**src/design/scl_pkg.sv**
```systemverilog
package scl_pkg;

  // Token kinds as they appear on the result port
  typedef enum logic [2:0] {
    KIND_END     = 3'd0,
    KIND_WORD    = 3'd1,
    KIND_PIPE    = 3'd2,
    KIND_LESS    = 3'd3,
    KIND_HEREDOC = 3'd4,
    KIND_GREATER = 3'd5,
    KIND_APPEND  = 3'd6
  } kind_t;

  localparam int TOK_POS_W = 13;
  localparam int Q_DEPTH   = 4;

  localparam logic [7:0] CH_SPACE = 8'h20;
  localparam logic [7:0] CH_TAB   = 8'h09;
  localparam logic [7:0] CH_CR    = 8'h0D;
  localparam logic [7:0] CH_LF    = 8'h0A;
  localparam logic [7:0] CH_VT    = 8'h0B;
  localparam logic [7:0] CH_NUL   = 8'h00;
  localparam logic [7:0] CH_PIPE  = 8'h7C;
  localparam logic [7:0] CH_LT    = 8'h3C;
  localparam logic [7:0] CH_GT    = 8'h3E;
  localparam logic [7:0] CH_DQ    = 8'h22;
  localparam logic [7:0] CH_SQ    = 8'h27;

  typedef struct packed {
    kind_t                  kind;
    logic [TOK_POS_W-1:0]   start;
    logic [TOK_POS_W-1:0]   stop;
  } tok_t;

  // Everything one input item produces: one or two tokens
  typedef struct packed {
    logic two;
    tok_t t0;
    tok_t t1;
  } rec_t;

  typedef struct packed {
    logic valid;
    rec_t rec;
  } push_t;

endpackage

```
**src/design/scl_front.sv**
```systemverilog
module scl_front #(
  parameter int MAX_LINE = 4096
) (
  input  logic          clk,
  input  logic          rst_n,
  input  logic          take_i,
  input  logic [7:0]    char_i,
  input  logic          end_i,
  output scl_pkg::push_t push_o
);
  import scl_pkg::*;

  localparam int PW = $clog2(MAX_LINE + 1);
  localparam logic [PW-1:0] LIMIT = PW'(MAX_LINE);

  typedef enum logic [2:0] {
    M_IDLE, M_WORD, M_DQ, M_SQ, M_LT, M_GT
  } mode_t;

  mode_t          mode_r, mode_nxt;
  logic [PW-1:0]  begin_r, begin_nxt;
  logic [PW-1:0]  pos_r, pos_nxt;

  function automatic logic [PW-1:0] after_pos(input logic [PW-1:0] p);
    return (p < LIMIT) ? p + 1'b1 : LIMIT;
  endfunction

  function automatic tok_t mk_tok(input kind_t k, input logic [PW-1:0] a,
                                  input logic [PW-1:0] b);
    tok_t t;
    t.kind  = k;
    t.start = TOK_POS_W'(a);
    t.stop  = TOK_POS_W'(b);
    return t;
  endfunction

  logic          is_sp, is_pipe, is_brk;
  mode_t         st_mode;
  logic [PW-1:0] p, p1;
  logic          two;
  logic          any;
  tok_t          t0, t1;

  assign p  = pos_r;
  assign p1 = after_pos(pos_r);

  always_comb begin
    is_sp   = (char_i == CH_SPACE) || (char_i == CH_TAB) || (char_i == CH_CR) ||
              (char_i == CH_LF) || (char_i == CH_VT) || (char_i == CH_NUL);
    is_pipe = (char_i == CH_PIPE);
    is_brk  = is_sp || is_pipe || (char_i == CH_LT) || (char_i == CH_GT) ||
              (char_i == CH_DQ) || (char_i == CH_SQ);
    // mode a character opens when seen between tokens
    if (is_sp || is_pipe)       st_mode = M_IDLE;
    else if (char_i == CH_LT)   st_mode = M_LT;
    else if (char_i == CH_GT)   st_mode = M_GT;
    else if (char_i == CH_DQ)   st_mode = M_DQ;
    else if (char_i == CH_SQ)   st_mode = M_SQ;
    else                        st_mode = M_WORD;
  end

  always_comb begin
    any       = 1'b0;
    two       = 1'b0;
    t0        = mk_tok(KIND_END, p, p);
    t1        = mk_tok(KIND_PIPE, p, p1);
    mode_nxt  = mode_r;
    begin_nxt = begin_r;
    pos_nxt   = p1;
    if (end_i) begin
      any       = 1'b1;
      t1        = mk_tok(KIND_END, p, p);
      two       = 1'b1;
      mode_nxt  = M_IDLE;
      begin_nxt = '0;
      pos_nxt   = '0;
      case (mode_r)
        M_WORD, M_DQ, M_SQ: t0 = mk_tok(KIND_WORD, begin_r, p);
        M_LT:               t0 = mk_tok(KIND_LESS, begin_r, p);
        M_GT:               t0 = mk_tok(KIND_GREATER, begin_r, p);
        default: begin
          two = 1'b0;
          t0  = mk_tok(KIND_END, p, p);
        end
      endcase
    end else begin
      case (mode_r)
        M_WORD: begin
          if (is_brk) begin
            any      = 1'b1;
            two      = is_pipe;
            t0       = mk_tok(KIND_WORD, begin_r, p);
            mode_nxt = st_mode;
            if (!is_sp && !is_pipe) begin_nxt = p;
          end
        end
        M_DQ: begin
          if (char_i == CH_DQ) begin
            any      = 1'b1;
            t0       = mk_tok(KIND_WORD, begin_r, p1);
            mode_nxt = M_IDLE;
          end
        end
        M_SQ: begin
          if (char_i == CH_SQ) begin
            any      = 1'b1;
            t0       = mk_tok(KIND_WORD, begin_r, p1);
            mode_nxt = M_IDLE;
          end
        end
        M_LT, M_GT: begin
          any = 1'b1;
          if ((mode_r == M_LT && char_i == CH_LT) ||
              (mode_r == M_GT && char_i == CH_GT)) begin
            t0 = mk_tok((mode_r == M_LT) ? KIND_HEREDOC : KIND_APPEND, begin_r, p1);
            mode_nxt = M_IDLE;
          end else begin
            t0 = mk_tok((mode_r == M_LT) ? KIND_LESS : KIND_GREATER, begin_r, p);
            two      = is_pipe;
            mode_nxt = st_mode;
            if (!is_sp && !is_pipe) begin_nxt = p;
          end
        end
        default: begin
          // between tokens: a pipe is a token by itself
          any      = is_pipe;
          t0       = mk_tok(KIND_PIPE, p, p1);
          mode_nxt = st_mode;
          if (!is_sp && !is_pipe) begin_nxt = p;
        end
      endcase
    end
  end

  assign push_o.valid  = take_i && any;
  assign push_o.rec.two = two;
  assign push_o.rec.t0  = t0;
  assign push_o.rec.t1  = t1;

  always_ff @(posedge clk) begin
    if (!rst_n) begin
      mode_r  <= M_IDLE;
      begin_r <= '0;
      pos_r   <= '0;
    end else if (take_i) begin
      mode_r  <= mode_nxt;
      begin_r <= begin_nxt;
      pos_r   <= pos_nxt;
    end
  end

endmodule

```
**src/design/scl_queue.sv**
```systemverilog
module scl_queue (
  input  logic           clk,
  input  logic           rst_n,
  input  scl_pkg::push_t wr_i,
  input  logic           rd_i,
  output logic           full_o,
  output logic           avail_o,
  output scl_pkg::rec_t  head_o
);
  import scl_pkg::*;

  localparam int QPW = $clog2(Q_DEPTH);
  localparam int CW  = $clog2(Q_DEPTH + 1);

  rec_t           ent_r [Q_DEPTH];
  logic [QPW-1:0] wp_r, wp_nxt;
  logic [QPW-1:0] rp_r, rp_nxt;
  logic [CW-1:0]  cnt_r, cnt_nxt;
  logic           do_wr, do_rd;

  assign full_o  = (cnt_r == CW'(Q_DEPTH));
  assign avail_o = (cnt_r != '0);
  assign head_o  = ent_r[rp_r];

  assign do_wr = wr_i.valid && !full_o;
  assign do_rd = rd_i && avail_o;

  always_comb begin
    wp_nxt  = do_wr ? wp_r + 1'b1 : wp_r;
    rp_nxt  = do_rd ? rp_r + 1'b1 : rp_r;
    cnt_nxt = cnt_r + CW'(do_wr) - CW'(do_rd);
  end

  always_ff @(posedge clk) begin
    if (!rst_n) begin
      wp_r  <= '0;
      rp_r  <= '0;
      cnt_r <= '0;
    end else begin
      wp_r  <= wp_nxt;
      rp_r  <= rp_nxt;
      cnt_r <= cnt_nxt;
    end
  end

  always_ff @(posedge clk) begin
    if (do_wr) ent_r[wp_r] <= wr_i.rec;
  end

endmodule

```
**src/design/scl_back.sv**
```systemverilog
module scl_back (
  input  logic                              clk,
  input  logic                              rst_n,
  input  logic                              avail_i,
  input  scl_pkg::rec_t                     head_i,
  output logic                              rd_o,
  output logic                              empty,
  input  logic                              pop,
  output logic [2:0]                        out_token_kind,
  output logic [scl_pkg::TOK_POS_W-1:0]     out_token_start,
  output logic [scl_pkg::TOK_POS_W-1:0]     out_token_stop,
  output logic                              out_run_last
);
  import scl_pkg::*;

  logic  valid_r, valid_nxt;
  logic  sel_r, sel_nxt;
  tok_t  tok_r;
  logic  last_r;
  logic  load, take, last;
  tok_t  tok;

  assign load = !valid_r || pop;
  assign take = load && avail_i;
  assign tok  = sel_r ? head_i.t1 : head_i.t0;
  assign last = !head_i.two || sel_r;
  assign rd_o = take && last;

  always_comb begin
    valid_nxt = load ? avail_i : valid_r;
    sel_nxt   = take ? !last : sel_r;
  end

  always_ff @(posedge clk) begin
    if (!rst_n) begin
      valid_r <= 1'b0;
      sel_r   <= 1'b0;
    end else begin
      valid_r <= valid_nxt;
      sel_r   <= sel_nxt;
    end
  end

  always_ff @(posedge clk) begin
    if (take) begin
      tok_r  <= tok;
      last_r <= last;
    end
  end

  assign empty           = !valid_r;
  assign out_token_kind  = tok_r.kind;
  assign out_token_start = tok_r.start;
  assign out_token_stop  = tok_r.stop;
  assign out_run_last    = last_r;

endmodule

```
**src/design/shell_command_lexer.sv**
```systemverilog
// Streaming shell command-line lexer.
// Input side is a queue write port: present one character (in_char_byte) or
// an end-of-line marker (in_line_end) with push; the item is taken on a
// rising edge with push high and full low. Result side is a queue read port:
// while empty is low the oldest token (kind, start, stop, run_last) sits on
// the out_ ports, and pop on a rising edge with empty low takes it.
// Each item yields zero, one or two tokens; run_last flags the final one.
// A taken item's record is written into the queue on the edge that takes
// it; the back end then moves its tokens into the output register.
// Throughput: the front end takes one item per cycle while full is low;
// the result port drains one token per cycle while pop is high, so items
// that give two tokens hold the back end for both of them.
// The front end and the back end are parted by a four-entry record queue;
// full rises only when that queue is full, so a stalled reader holds input
// off once four items that carry tokens are waiting in the queue.
// Reset (synchronous, rst_n low) empties the queue and output register and
// returns the lexer to idle at line position zero.
module shell_command_lexer #(
  parameter int MAX_LINE = 4096
) (
  input  logic                          clk,
  input  logic                          rst_n,
  input  logic                          push,
  output logic                          full,
  input  logic [7:0]                    in_char_byte,
  input  logic                          in_line_end,
  output logic                          empty,
  input  logic                          pop,
  output logic [2:0]                    out_token_kind,
  output logic [scl_pkg::TOK_POS_W-1:0] out_token_start,
  output logic [scl_pkg::TOK_POS_W-1:0] out_token_stop,
  output logic                          out_run_last
);
  import scl_pkg::*;

  push_t push_w;
  rec_t  head_w;
  logic  take;
  logic  q_rd, q_avail;

  // item taken when the record queue has room
  assign take = push && !full;

  // front: mode tracking and token classification
  scl_front #(.MAX_LINE(MAX_LINE)) u_front (
    .clk    (clk),
    .rst_n  (rst_n),
    .take_i (take),
    .char_i (in_char_byte),
    .end_i  (in_line_end),
    .push_o (push_w)
  );

  // decoupling queue, one record per item that produces tokens
  scl_queue u_queue (
    .clk     (clk),
    .rst_n   (rst_n),
    .wr_i    (push_w),
    .rd_i    (q_rd),
    .full_o  (full),
    .avail_o (q_avail),
    .head_o  (head_w)
  );

  // back: splits records into single tokens into the output register
  scl_back u_back (
    .clk             (clk),
    .rst_n           (rst_n),
    .avail_i         (q_avail),
    .head_i          (head_w),
    .rd_o            (q_rd),
    .empty           (empty),
    .pop             (pop),
    .out_token_kind  (out_token_kind),
    .out_token_start (out_token_start),
    .out_token_stop  (out_token_stop),
    .out_run_last    (out_run_last)
  );

endmodule
```
**config.mk**
```make
export PLATFORM = sky130hd
export DESIGN_NAME = shell_command_lexer
export DESIGN_NICKNAME = d
export VERILOG_FILES = /design/src/design/scl_pkg.sv /design/src/design/scl_front.sv /design/src/design/scl_queue.sv /design/src/design/scl_back.sv /design/src/design/shell_command_lexer.sv
export SDC_FILE = /design/constraint.sdc
export NUM_CORES = 1
export LEC_CHECK = 0
export ABC_AREA = 1
export BUFFER_PORTS_ARGS = -buffer_cell sky130_fd_sc_hd__buf_2
export CORE_MARGIN = 5
export CORE_UTILIZATION = 36
export CTS_CLUSTER_DIAMETER = 200
export CTS_CLUSTER_SIZE = 24
export DETAILED_ROUTE_END_ITERATION = 8
export GPL_TIMING_DRIVEN = 0
export PLACE_DENSITY = 0.62
export SLEW_MARGIN = 0
export SYNTH_ARGS = -nofsm -noshare
export SYNTH_HDL_FRONTEND = slang
export SYNTH_SLANG_ARGS = --single-unit
```
**constraint.sdc**
```tcl
create_clock -name clk -period 8 [get_ports clk]
set_input_delay 0.8 -clock clk [delete_from_list [all_inputs] [get_ports clk]]
set_output_delay 0.8 -clock clk [all_outputs]
set_load 0.005 [all_outputs]
```
Word-level counts from Yosys, hierarchy flattened
Memories as Yosys holds them, arrays and structs flattened. A register that Yosys moved wholly into a read port is not among the register bits.
Cells that the tools add are included.
{"block": "word_totals", "ff_bits": 68, "latch_bits": 0, "mem_bits_rw": 232, "mem_bits_ro": 0, "inputBits": 13, "output_inout_bits": 32, "word_cells": 119, "memories": 1}
{"memory": "u_queue.ent_r", "depth": 4, "width": 58, "read_ports": 1, "rd_clocked_by_memory_dff": 1, "wr": 1, "line": "scl_queue.sv:15", "rtl": "rec_t ent_r [Q_DEPTH];"}
{"block": "classes", "n_addsub": 5, "multipliers": 0, "div_mod_pow": 0, "order_cmp": 1, "n_eq_ne": 21, "n_shift": 0, "n_mux": 43, "n_bitwise": 0, "reduce_logical": 36}
{"op": "$pmux W29 S4", "count": 1}
{"op": "$mux W29", "count": 3}
{"op": "$pmux W29 S3", "count": 1}
{"op": "$mux W27", "count": 3}
{"op": "$mux W13", "count": 6}
{"op": "$eq A8 B6 Y1 const B", "count": 5}
{"op": "$pmux W13 S3", "count": 1}
{"op": "$eq A8 B4 Y1 const B", "count": 4}
{"op": "$mux W3", "count": 10}
{"op": "$mux W28", "count": 1}
{"op": "$add A13 B1 Y13 const B", "count": 1}
{"op": "$logic_or A1 B1 Y1", "count": 13}
{"op": "$lt A13 B13 Y1 const B", "count": 1}
{"op": "$pmux W3 S4", "count": 1}
{"op": "$mux W1", "count": 10}
{"op": "$eq A3 B3 Y1 const B", "count": 3}
{"op": "$logic_and A1 B1 Y1", "count": 9}
{"op": "$ne A3 B2 Y1 const B", "count": 3}
{"op": "$eq A8 B7 Y1 const B", "count": 1}
{"op": "$logic_not A8 Y1", "count": 1}
{"op": "$mux W2", "count": 4}
{"op": "$reduce_and A4 Y1", "count": 2}
{"op": "$eq A3 B2 Y1 const B", "count": 2}
{"op": "$logic_not A1 Y1", "count": 6}
{"op": "other kinds (12)", "count": 14}

Depth between registers and ports, before layout
Gate-level depths: netlist (run 1).
{"block": "logic_depth", "ltp_word": 18, "depth_mapped": 16, "depth_no_buf": 16}

By module
From an unflattened synthesis (run 1), not the netlist that was laid out.
{"block": "hier_totals", "hier_cells": 1384, "hier_area_um2": 13760.7}
{"mod": "scl_queue", "n_inst": 1, "cells_each": 636, "area_each_um2": 9197.6, "seq_area_each_um2": 7267.0}
{"mod": "scl_front", "n_inst": 1, "cells_each": 608, "area_each_um2": 3191.8, "seq_area_each_um2": 580.6}
{"mod": "scl_back", "n_inst": 1, "cells_each": 138, "area_each_um2": 1361.3, "seq_area_each_um2": 940.9}
{"mod": "shell_command_lexer", "n_inst": 1, "cells_each": 2, "area_each_um2": 10.0, "seq_area_each_um2": 0.0}

Least setup slack after synthesis (run 1)
OpenSTA, ideal clock, no wires.
{"block": "synth_timing", "path_type": "input -> register", "from": "input in_char_byte[7]", "to": "memory u_queue.ent_r[0][0] (netlist bit) (enable)", "setup_time_ns": 0.472, "t_arrival_ns": 4.132, "t_required_ns": 7.528, "path_slack_ns": 3.396, "cell_stages": 9, "path_buffers": 0, "cell_sequence": "nor2_4 nand2_2 nor2_4 o21ai_1 nand4_1 nand2_1 nand3_2 nand2_1 nor2_1"}
{"block": "synth_between", "elab_chain_len": 18, "word_cells_on_any_way": 30, "classes_between": "eq/ne: 10; mux: 7; reduce/logical: 13"}
{"element": "from (decl)", "line": "shell_command_lexer.sv:25", "rtl": "input logic [7:0] in_char_byte,"}
{"element": "$eq A8 B6 Y1 or $eq A8 B4 Y1 (tied branches)", "line": "scl_front.sv:48", "rtl": "is_sp = (char_i == CH_SPACE) || (char_i == CH_TAB) || (char_i == CH_CR) ||"}
{"element": "$logic_or A1 B1 Y1 (3 in series)", "line": "scl_front.sv:48"}
{"element": "$logic_or A1 B1 Y1 (2 in series)", "line": "scl_front.sv:49", "rtl": "(char_i == CH_LF) || (char_i == CH_VT) || (char_i == CH_NUL);"}
{"element": "$logic_or A1 B1 Y1 (4 in series)", "line": "scl_front.sv:51", "rtl": "is_brk = is_sp || is_pipe || (char_i == CH_LT) || (char_i == CH_GT) ||"}
{"element": "$logic_or A1 B1 Y1", "line": "scl_front.sv:52", "rtl": "(char_i == CH_DQ) || (char_i == CH_SQ);"}
{"element": "$mux W1", "line": "scl_front.sv:89", "rtl": "if (is_brk) begin"}
{"element": "$pmux W1 S4 *", "line": "scl_front.sv:87", "rtl": "case (mode_r)"}
{"element": "$mux W1 *", "line": "scl_front.sv:70", "rtl": "if (end_i) begin"}
{"element": "$logic_and A1 B1 Y1 *", "line": "scl_front.sv:135", "rtl": "assign push_o.valid = take_i && any;"}
{"element": "$logic_and A1 B1 Y1 *", "line": "scl_queue.sv:25", "rtl": "assign do_wr = wr_i.valid && !full_o;"}
{"element": "$mux W1 *", "line": "scl_queue.sv:47", "rtl": "if (do_wr) ent_r[wp_r] <= wr_i.rec;"}
{"element": "$mux W1 (not written as such) *", "line": "scl_queue.sv:47"}
{"element": "to (decl)", "line": "scl_queue.sv:15"}
Mark *: on every way between the ends. The rest lies on a longest branch, timed or not.

Worst setup path after layout (run 1)
{"block": "layout_timing", "from": "input in_char_byte[7]", "to": "memory u_queue.ent_r[1][14] (netlist bit) (enable)"}
The elaborated chain is that of the path after synthesis.

==> results of run 1 <==
-- state kept, by name, summed over array words and instances (netlist names), named ones only --
| name | count |
|---|---|
| u_queue.ent_r | 228 |
| u_back.out_token_start | 13 |
| u_back.out_token_stop | 13 |
| u_front.begin_r | 13 |
| u_front.p | 13 |
| u_back.out_token_kind | 3 |
| u_front.mode_r | 3 |
| u_queue.cnt_r | 3 |
| u_queue.rp_r | 2 |
| u_queue.wp_r | 2 |
| u_back.out_run_last | 1 |
| u_back.sel_r | 1 |
| u_back.valid_r | 1 |
-- synthesized netlist by cell type, drive strengths merged --
| cell type | n | share of area (%) |
|---|---|---|
| buf | 22 | 0.91 |
| o21ai | 194 | 7.4 |
| ha | 7 | 0.66 |
| edfxtp | 258 | 58 |
| clkbuf | 49 | 1.4 |
| o22ai | 30 | 1.4 |
| a31oi | 28 | 1.3 |
| o21bai | 2 | 0.11 |
| o211ai | 2 | 0.11 |
| a41oi | 1 | 0.066 |
| nor3 | 2 | 0.15 |
| a22oi | 14 | 0.79 |
| nor2 | 292 | 8.6 |
| a211oi | 1 | 0.057 |
| a21oi | 36 | 1.4 |
| o21a | 3 | 0.17 |
| clkinv | 1 | 0.028 |
| nand3 | 39 | 1.5 |
| dfxtp | 40 | 6.0 |
| nand4 | 10 | 0.52 |
| inv | 99 | 2.8 |
| nor3b | 1 | 0.057 |
| nand2 | 192 | 5.7 |
| a21boi | 2 | 0.14 |
| fa | 1 | 0.15 |
| o32ai | 1 | 0.066 |
-- routing by layer --
layer	share of wire, %	up-vias	track usage [%]
met1	43	4734	24.3
li1	-	4714	-
met5	0	-	0
met4	3.6	0	6.25
met3	6.3	63	2.33
met2	47	333	27.9
-- power by group --
group / internal [uW] / switching [uW] / total [uW]
combinational: 467 / 1130 / 1590
clock: 406 / 483 / 889
sequential: 2040 / 99.6 / 2140
total: 2910 / 1710 / 4620
-- through the flow --
| step | instances | util [%] | total power [uW] | setup slack, ns |
|---|---|---|---|---|
| after detailed placement | 1849 | 39.4 | 3770 | 4.32 |
| after global routing | 1877 | 40.7 | 4900 | 4.64 |
| after CTS | 1877 | 40.7 | 4650 | 4.86 |
| after floorplan | 1327 | - | 3100 | 3.40 |
| final | 1877 | 40.7 | 4620 | 4.84 |
| after global placement | 1839 | 38.6 | 3710 | 0.907 |
-- layout make-up --
type                            count  area [um2]
Buffer                             71         305
Clock buffer                       27         463
Clock inverter                      1        16.3
Fill cell                        3516       21600
Inverter                          100         375
Multi-Input combinational cell    858        4070
Sequential cell                   298        8550
Tap cell                          468         586
Timing Repair Buffer               54         465
-- worst max-delay path, stage by stage --
cell and delay, ns:
buf_2 0.12, nor2_4 0.17, nand2_2 0.08, nor2_4 0.13, o21ai_1 0.14, nand4_1 0.23, nand2_1 0.19, nand3_2 0.16
nand2_1 0.26, nor2_4 0.80, buf_16 0.24
-- worst max path at each step --
stage,endpoint,startpoint,cells after the start
after floorplan,u_queue.ent_r[0][0],in_char_byte[7],9
after CTS,u_queue.ent_r[1][10],in_char_byte[0],11
after global routing,u_queue.ent_r[1][54],in_char_byte[7],11
final,u_queue.ent_r[1][14],in_char_byte[7],11
after global placement,u_queue.ent_r[3][53],in_char_byte[7],10
after detailed placement,u_queue.ent_r[1][49],in_char_byte[0],11
-- cell families after synthesis --
kind of cell               after synthesis  synth area share (%)
adders and majority gates                8                 0.812
and+or+nand+nor                        536                  16.6
DFF                                    298                  64.5
AOI/OAI and AO/OA                      314                  13.0
buffers and inverters                  171                  5.14
==> metrics.csv, run 1 <==
stage,metric,value,unit
status,status,finished clean,
floorplanning,num_rows,70,
sta,fin_crit,3.16,ns
sta,tightest_slew,0.952,ns
placed_design,dp_hpwl,26200,um
sta,rsz0062_at_grt,false,
floorplanning,pin_count,45,
worst_hold_path,min-delay-start,u_queue.rp_r[0],
clock_network,clk_latency,0.52,ns
setup_path,rr_startpoint,u_front.mode_r[1],
worst_hold_path,min_path_type,reg2reg,
global_route,grt_pass1_vias,9425,
synth,postSynthAreaPerCell,9.99,um2
placed_design,gp_congestion,0.946,
clock_network,root_buffer,clkbuf_16,
setup_path,startpoint_type,input pin,
floorplanning,die_w,202,um
sta,fin_crit_sh,39.5,%
global_route,grt_usage,17.4,%
global_route,grt_max_degree,29,
drt,via_per_inst,5.24,
setup_path,rrSetupSlack,4.95,ns
floorplanning,fp.dieH,202,um
floorplanning,core-area,0.0364,mm2
worst_hold_path,holdPathStages,1,
pwr,leakagePower,0.00545,uW
floorplanning,die-area,0.0407,mm2
setup_path,arrival,3.36,ns
finish,final_common_cell,nor2_1,
drt,initialDrtViolationCount,882,
sta,setup_viol,0,
finish,fin_nets,1420,
setup_path,crit_required,8.21,ns
setup_path,end_kind,flop,
global_route,grt_overflow,0,
clock_network,cts.repair.resized,0,
clock_network,htreeDepth,1,
synth,ys_seq_area_share,64.5,%
sta,relSlewSlack,35.9,%
drt,first_pass_iters,5,
job,maxCapViolations,0,
sta,holdWs,0.465,ns
finish,drive_above_1_share,8.80,%
clock_network,post_cts_buffers,0,
setup_path,path_max_fanout,24,
sta,fin_skew,0.0339,ns
sta,fin_tns_setup,0,ns
drt,drtAntennaViolNets,0,
synth,syn_inst,1327,
finish,syn2layout_area_growth,11.9,%
sta,finalHoldViolations,0,
global_route,grt_antenna_before_repair,0,
sta,maxSlewViolCount,0,
placed_design,numPortBuffers,44,
synth,syn_nets,1348,
synth,ys_seq_elements,298,
global_route,grt_first_pass_wirelength,55600,um
floorplanning,start_util,36.4,%
drt,routed_wl,36400,um
setup_path,criticalPathCategory,in2reg,
placed_design,place_area,0.0143,mm2
synth,synth-warning-count,0,
drt,wire_per_inst,19.4,um
clock_network,holdBufCountCts,0,
clock_network,cts.clk_slew.worst_paths,0.09,ns
sta,clock.fmax,317,MHz
synth,synth_area,0.0133,mm2
finish,stdcell_area,0.0148,mm2
clock_network,cts.sinks,298,
finish,final_cell_mix,"nor2_1 (280), edfxtp_1 (258), nand2_1 (183)",
synth,synthDistinctLibCells,39,
drt,drc,0,
clock_network,cts_buffers,16,
finish,diodes,0,
pwr,peakVddDrop,0.130,mV
setup_path,r2r_cells,9,
pwr,p_per_area,312,mW/mm2
clock_network,cts_buffer_depth,3,
drt,vias,9844,
clock_network,tritoncts,built,
setup_path,rr_endpoint,u_queue.ent_r[1][14],
Note: power is estimated with default switching activity, not from simulation.
==> inputs of run 2 (changes only) <==
Clock period 8 ns to 3 ns, I/O delays scaled along.
==> metrics.csv, run 2 (synthesized netlist as in run 1, its figures left out) <==
stage,metric,value,unit,change
clock_network,cts_buffer_depth,3,,unchanged
drt,drtAntennaViolNets,0,,unchanged
drt,initialDrtViolationCount,1039,,+18%
floorplanning,core-area,0.0364,mm2,unchanged
sta,fin_crit,2.78,ns,
placed_design,numPortBuffers,44,,unchanged
finish,multiInputGateArea,0.00409,mm2,+0.62%
floorplanning,pin_count,45,,unchanged
floorplanning,die_w,202,um,unchanged
pwr,p_per_area,836,mW/mm2,+170%
clock_network,holdBufCountCts,0,,unchanged
setup_path,end_kind,flop,,
placed_design,dp_hpwl,25800,um,-1.3%
clock_network,cts_buffers,16,,unchanged
finish,top_register,u_queue.ent_r,,
finish,diodes,0,,unchanged
sta,fin_skew,0.0161,ns,-0.0178 ns
finish,final_cells,1880,,+0.16%
sta,maxSlewViolCount,0,,unchanged
finish,final_cell_mix,"nor2_1 (280), edfxtp_1 (258), nand2_1 (183)",,
finish,final_common_cell,nor2_1,,
pwr,peakVddDrop,0.302,mV,+130%
finish,fin_util,40.7,%,-0.041 points
clock_network,cts.sinks,298,,unchanged
setup_path,cpMaxStageDelayCell,fa_1,,
sta,relSlewSlack,4.96,%,-31 points
finish,syn2layout_area_growth,11.8,%,
clock_network,clk_latency,0.51,ns,about the same
drt,vias,9870,,+0.26%
sta,holdWs,0.145,ns,-0.320 ns
global_route,grt_usage,17.6,%,+0.27 points
global_route,met2_usage,29.1,%,+1.3 points
setup_path,r2r_cells,13,,+4
drt,wire_per_inst,19.9,um,+2.6%
clock_network,tritoncts,built,,
global_route,grt_antenna_before_repair,0,,unchanged
floorplanning,start_util,36.4,%,unchanged
setup_path,criticalPathCategory,reg2reg,,
global_route,grt_overflow,0,,unchanged
finish,fin_nets,1423,,+0.21%
setup_path,arrival,3.18,ns,-0.18 ns
setup_path,critPathMostFrequentCell,inv_1,,
sta,clock.fmax,360,MHz,
sta,fin_tns_setup,0,ns,unchanged
placed_design,gp_congestion,0.961,,+1.6%
sta,finalHoldViolations,0,,unchanged
sta,setup_viol,0,,unchanged
worst_hold_path,holdPathStages,3,,+2
global_route,grt.met3_usage,2.65,%,+0.32 points
global_route,grt_first_pass_wirelength,56400,um,+1.4%
finish,seq_area,0.00855,mm2,about the same
global_route,grt_pass1_vias,9517,,+0.98%
clock_network,cts.clk_slew.worst_paths,0.10,ns,about the same
setup_path,path_max_fanout,10,,-58%
global_route,met1_usage,24.3,%,-0.048 points
drt,routed_wl,37400,um,+2.8%
pwr,leakagePower,0.00545,uW,about the same
job,maxCapViolations,0,,unchanged
drt,via_per_inst,5.25,,+0.10%
setup_path,slowest_delay,0.40,ns,-0.40 ns
placed_design,post-place-cells,1847,,-0.11%
finish,nFillCells,3576,,+1.7%
status,status,finished clean,,
finish,drive_above_1_share,9.35,%,+0.55 points
setup_path,crit_required,3.41,ns,-4.80 ns
finish,largest_reg_flops,228,,unchanged
drt,first_pass_iters,5,,unchanged
worst_hold_path,min_path_type,in2reg,,
floorplanning,fp.dieH,202,um,unchanged
clock_network,htreeDepth,1,,unchanged
floorplanning,num_rows,70,,unchanged
sta,fin_crit_sh,92.6,%,
global_route,grt_busiest_layer,met2,,
setup_path,startpoint_type,flop,,
sta,rsz0062_at_grt,false,,
clock_network,root_buffer,clkbuf_16,,
setup_path,path_cells,buf_2 > inv_1 > buf_2 > o21ai_0 > o22ai_1 > a21boi_4 > ha_1 > inv_1 > ha_1 > inv_1 > fa_1 > o21ai_1 > a21oi_1,,
global_route,grt_max_degree,34,,+17%
drt,drc,0,,unchanged
sta,tightest_slew,1.42,ns,+0.469 ns
floorplanning,die-area,0.0407,mm2,unchanged
[run 2: area by class of cell]
| type | instances | area share, % |
|---|---|---|
| clock buffer | 27 | 3.13 |
| buffer | 70 | 2.04 |
| inverter | 100 | 2.53 |
| tap | 468 | 3.95 |
| multi-input combinational | 859 | 27.6 |
| timing repair buffer | 57 | 2.87 |
| clock inverter | 1 | 0.110 |
| sequential | 298 | 57.7 |
[run 2: worst paths after layout]
| path | startpoint | to | slack [ns] |
|---|---|---|---|
| setup / recovery | flop | u_queue.cnt_r[2] | 0.22 |
| hold / removal | rst_n | u_front.p[12] | 0.14 |
| hold reg to reg | u_queue.rp_r[1] | u_queue.rp_r[1] | 0.48 |
| setup reg to reg | flop | u_queue.cnt_r[2] | 0.22 |
[run 2: power by group]
part / switching [uW] / internal, uW
registers: 266 / 5440
logic: 3080 / 1200
clock network: 1310 / 1080
[run 2: worst max-delay path: cells and delay by family (launching register included)]
| kind | cells | cell delay (ns) |
|---|---|---|
| DFF | 1 | 0.31 |
| buffers and inverters | 5 | 0.84 |
| adders and majority gates | 3 | 0.82 |
| AOI/OAI and AO/OA | 5 | 0.71 |
[run 2: repair_timing]
item / 4_1_cts / 5_1_grt
endpoints found under the setup margin: 24 / 91
pin swaps: 2 / 3
gates resized for setup: 3 / 4
buffers inserted: 1 / 4
gates cloned: 0 / 1
[run 2: metrics by stage]
| stage | cell area [um2] | power (uW) | worst slack, ns |
|---|---|---|---|
| after floorplan | 13300 | 8270 | -0.195 |
| after global placement | 14100 | 9880 | -1.92 |
| after detailed placement | 14300 | 10000 | -0.309 |
| after CTS | 14800 | 12400 | -0.124 |
| after global routing | 14800 | 13100 | 0.0542 |
| final | 14800 | 12400 | 0.223 |
[run 2: per-layer routing]
layer	part of all wire [%]	vias to the layer above
li1	-	4732
met1	43	4762
met2	48	326
met3	6.6	50
met4	2.4	0
met5	0	-
==> inputs of run 3 (changes only) <==
Settings changed: CELL_PAD_IN_SITES_DETAIL_PLACEMENT from default to 1, CELL_PAD_IN_SITES_GLOBAL_PLACEMENT from default to 1, PLACE_DENSITY 0.62 to 0.72.
==> metrics.csv, run 3 (synthesized netlist as in run 1, its figures left out) <==
stage,metric,value,unit,change
placed_design,gp_congestion,0.915,,-4.8%
floorplanning,fp.dieH,202,um,unchanged
finish,largest_reg_flops,228,,unchanged
finish,top_register,u_queue.ent_r,,
sta,finalHoldViolations,0,,unchanged
clock_network,root_buffer,clkbuf_16,,
drt,drc,0,,unchanged
drt,vias,10200,,+3.1%
global_route,grt_overflow,0,,unchanged
clock_network,cts.sinks,298,,unchanged
setup_path,path_max_fanout,12,,+2
sta,tightest_slew,1.17,ns,-0.255 ns
floorplanning,start_util,36.4,%,unchanged
global_route,grt_pass1_vias,10400,,+9.1%
sta,fin_skew,0.0167,ns,+0.000562 ns
finish,nFillCells,4157,,+16%
floorplanning,die-area,0.0407,mm2,unchanged
clock_network,holdBufCountCts,0,,unchanged
setup_path,cpMaxStageDelayCell,dfxtp_1,,
job,maxCapViolations,0,,unchanged
placed_design,numPortBuffers,44,,unchanged
sta,clock.fmax,357,MHz,-0.83%
sta,setup_viol,0,,unchanged
sta,relSlewSlack,22.0,%,+17 points
drt,wire_per_inst,21.7,um,+9.1%
global_route,grt_usage,19.6,%,+2.0 points
drt,drtAntennaViolNets,0,,unchanged
global_route,grt_max_degree,29,,-15%
drt,via_per_inst,5.38,,+2.5%
floorplanning,num_rows,70,,unchanged
finish,final_cell_mix,"nor2_1 (280), edfxtp_1 (258), nand2_1 (183)",,
pwr,p_sw,4820,uW,+3.4%
sta,rsz0062_at_grt,false,,
clock_network,cts.clk_slew.worst_paths,0.10,ns,about the same
finish,diodes,0,,unchanged
clock_network,cts_buffer_depth,3,,unchanged
finish,drive_above_1_share,9.91,%,+0.56 points
status,status,finished clean,,
worst_hold_path,min-delay-start,rst_n,,
setup_path,crit_required,3.22,ns,-0.19 ns
sta,fin_crit_sh,93.3,%,+0.78 points
finish,syn2layout_area_growth,12.4,%,
sta,holdWs,0.147,ns,+0.00213 ns
setup_path,rr_startpoint,u_front.p[3],,
setup_path,path_cells,inv_1 > nor3_2 > nand2_1 > a21oi_1 > nand2_1 > nor2_1 > a21oi_1 > o21ai_0,,
setup_path,startpoint,u_front.p[3],,
drt,first_pass_iters,5,,unchanged
pwr,p_per_area,847,mW/mm2,+1.3%
global_route,grt_first_pass_wirelength,62300,um,+10%
setup_path,arrival,3.02,ns,-0.16 ns
drt,routed_wl,41000,um,+9.8%
worst_hold_path,min_path_type,in2reg,,
drt,initialDrtViolationCount,790,,-24%
clock_network,cts_buffers,16,,unchanged
pwr,pwr-share-clk,19.3,%,about the same
finish,fin_util,40.9,%,+0.23 points
pwr,switching_share,38.2,%,+0.58 points
setup_path,startpoint_type,flop,,
pwr,peakVddDrop,0.398,mV,+32%
pwr,p_comb_share,35.4,%,+0.8 points
setup_path,end_kind,flop,,
pwr,leakagePower,0.00550,uW,+0.92%
clock_network,clk_latency,0.52,ns,about the same
pwr,p_int,7800,uW,+0.91%
finish,final_common_cell,nor2_1,,
sta,maxSlewViolCount,0,,unchanged
clock_network,htreeDepth,1,,unchanged
floorplanning,core-area,0.0364,mm2,unchanged
pwr,p_seq_share,45.3,%,-0.8 points
placed_design,dp_hpwl,28600,um,+11%
setup_path,criticalPathCategory,reg2reg,,
sta,fin_crit,2.80,ns,+0.0233 ns
global_route,grt_antenna_before_repair,0,,unchanged
floorplanning,die_w,202,um,unchanged
clock_network,tritoncts,built,,
setup_path,slowest_delay,0.74,ns,+0.34 ns
finish,fin_nets,1434,,+0.77%
floorplanning,pin_count,45,,unchanged
==> run 3: critical path, delay by kind of cell, from the launching register on <==
family,cells,cell delay (ns)
DFF,1,0.74
AOI/OAI and AO/OA,3,0.90
and+or+nand+nor,4,0.56
buffers and inverters,1,0.30
==> run 3: path summary, 6_finish.rpt <==
path              slack (ns)  cells after the start                    to
setup / recovery        0.20                      8  u_queue.ent_r[1][35]
hold / removal          0.15                      3          u_front.p[5]
setup reg to reg        0.20                      8  u_queue.ent_r[1][35]
hold reg to reg         0.49                      2       u_queue.rp_r[1]
==> run 3: final cells by class <==
| type | instances | area (um2) | area share (%) |
|---|---|---|---|
| flip-flops and latches | 298 | 8550 | 57.4 |
| multi-input cells | 859 | 4090 | 27.4 |
| well taps | 468 | 586 | 3.93 |
| repair buffers | 67 | 513 | 3.44 |
| clock buffers | 27 | 463 | 3.11 |
| inverters | 100 | 379 | 2.54 |
| plain buffers | 71 | 307 | 2.06 |
| clock inverters | 1 | 16.3 | 0.109 |
==> run 3: power by group through the flow <==
| stage | clock network [uW] | logic, uW | registers [uW] |
|---|---|---|---|
| finish | 2440 | 4460 | 5710 |
| global route | 2660 | 4930 | 5770 |
| CTS | 2500 | 4400 | 5720 |
| detailed placement | 0 | 4320 | 5820 |
| global placement | 0 | 4110 | 5810 |
| floorplan | 0 | 2520 | 5750 |
==> run 3: timing repair <==
action                                  CTS  global route
gates resized for setup                   1             2
endpoints found under the setup margin    2           128
cloned                                    1             0
buffers inserted                          0            15
pin swaps                                 1             5
==> run 3: per-layer routing <==
metal	global-route usage (%)	vias to the layer above	part of all wire, %
met4	6.62	0	3.2
li1	-	4742	-
met1	26.0	5103	43
met2	33.5	276	48
met5	0	-	0
met3	2.33	51	5.6
==> run 3: through the flow <==
stage                     setup TNS [ns]  worst slack, ns  power (uW)  instance area (um2)  instances
final                                  0            0.200       12600                14900       1891
after floorplan                   -44.41           -0.195        8270                13300       1327
after global placement           -431.74            -1.91        9910                14100       1839
after detailed placement           -7.52           -0.206       10100                14300       1847
after global routing                   0           0.0237       13400                14900       1891
after CTS                              0           0.0250       12600                14800       1876
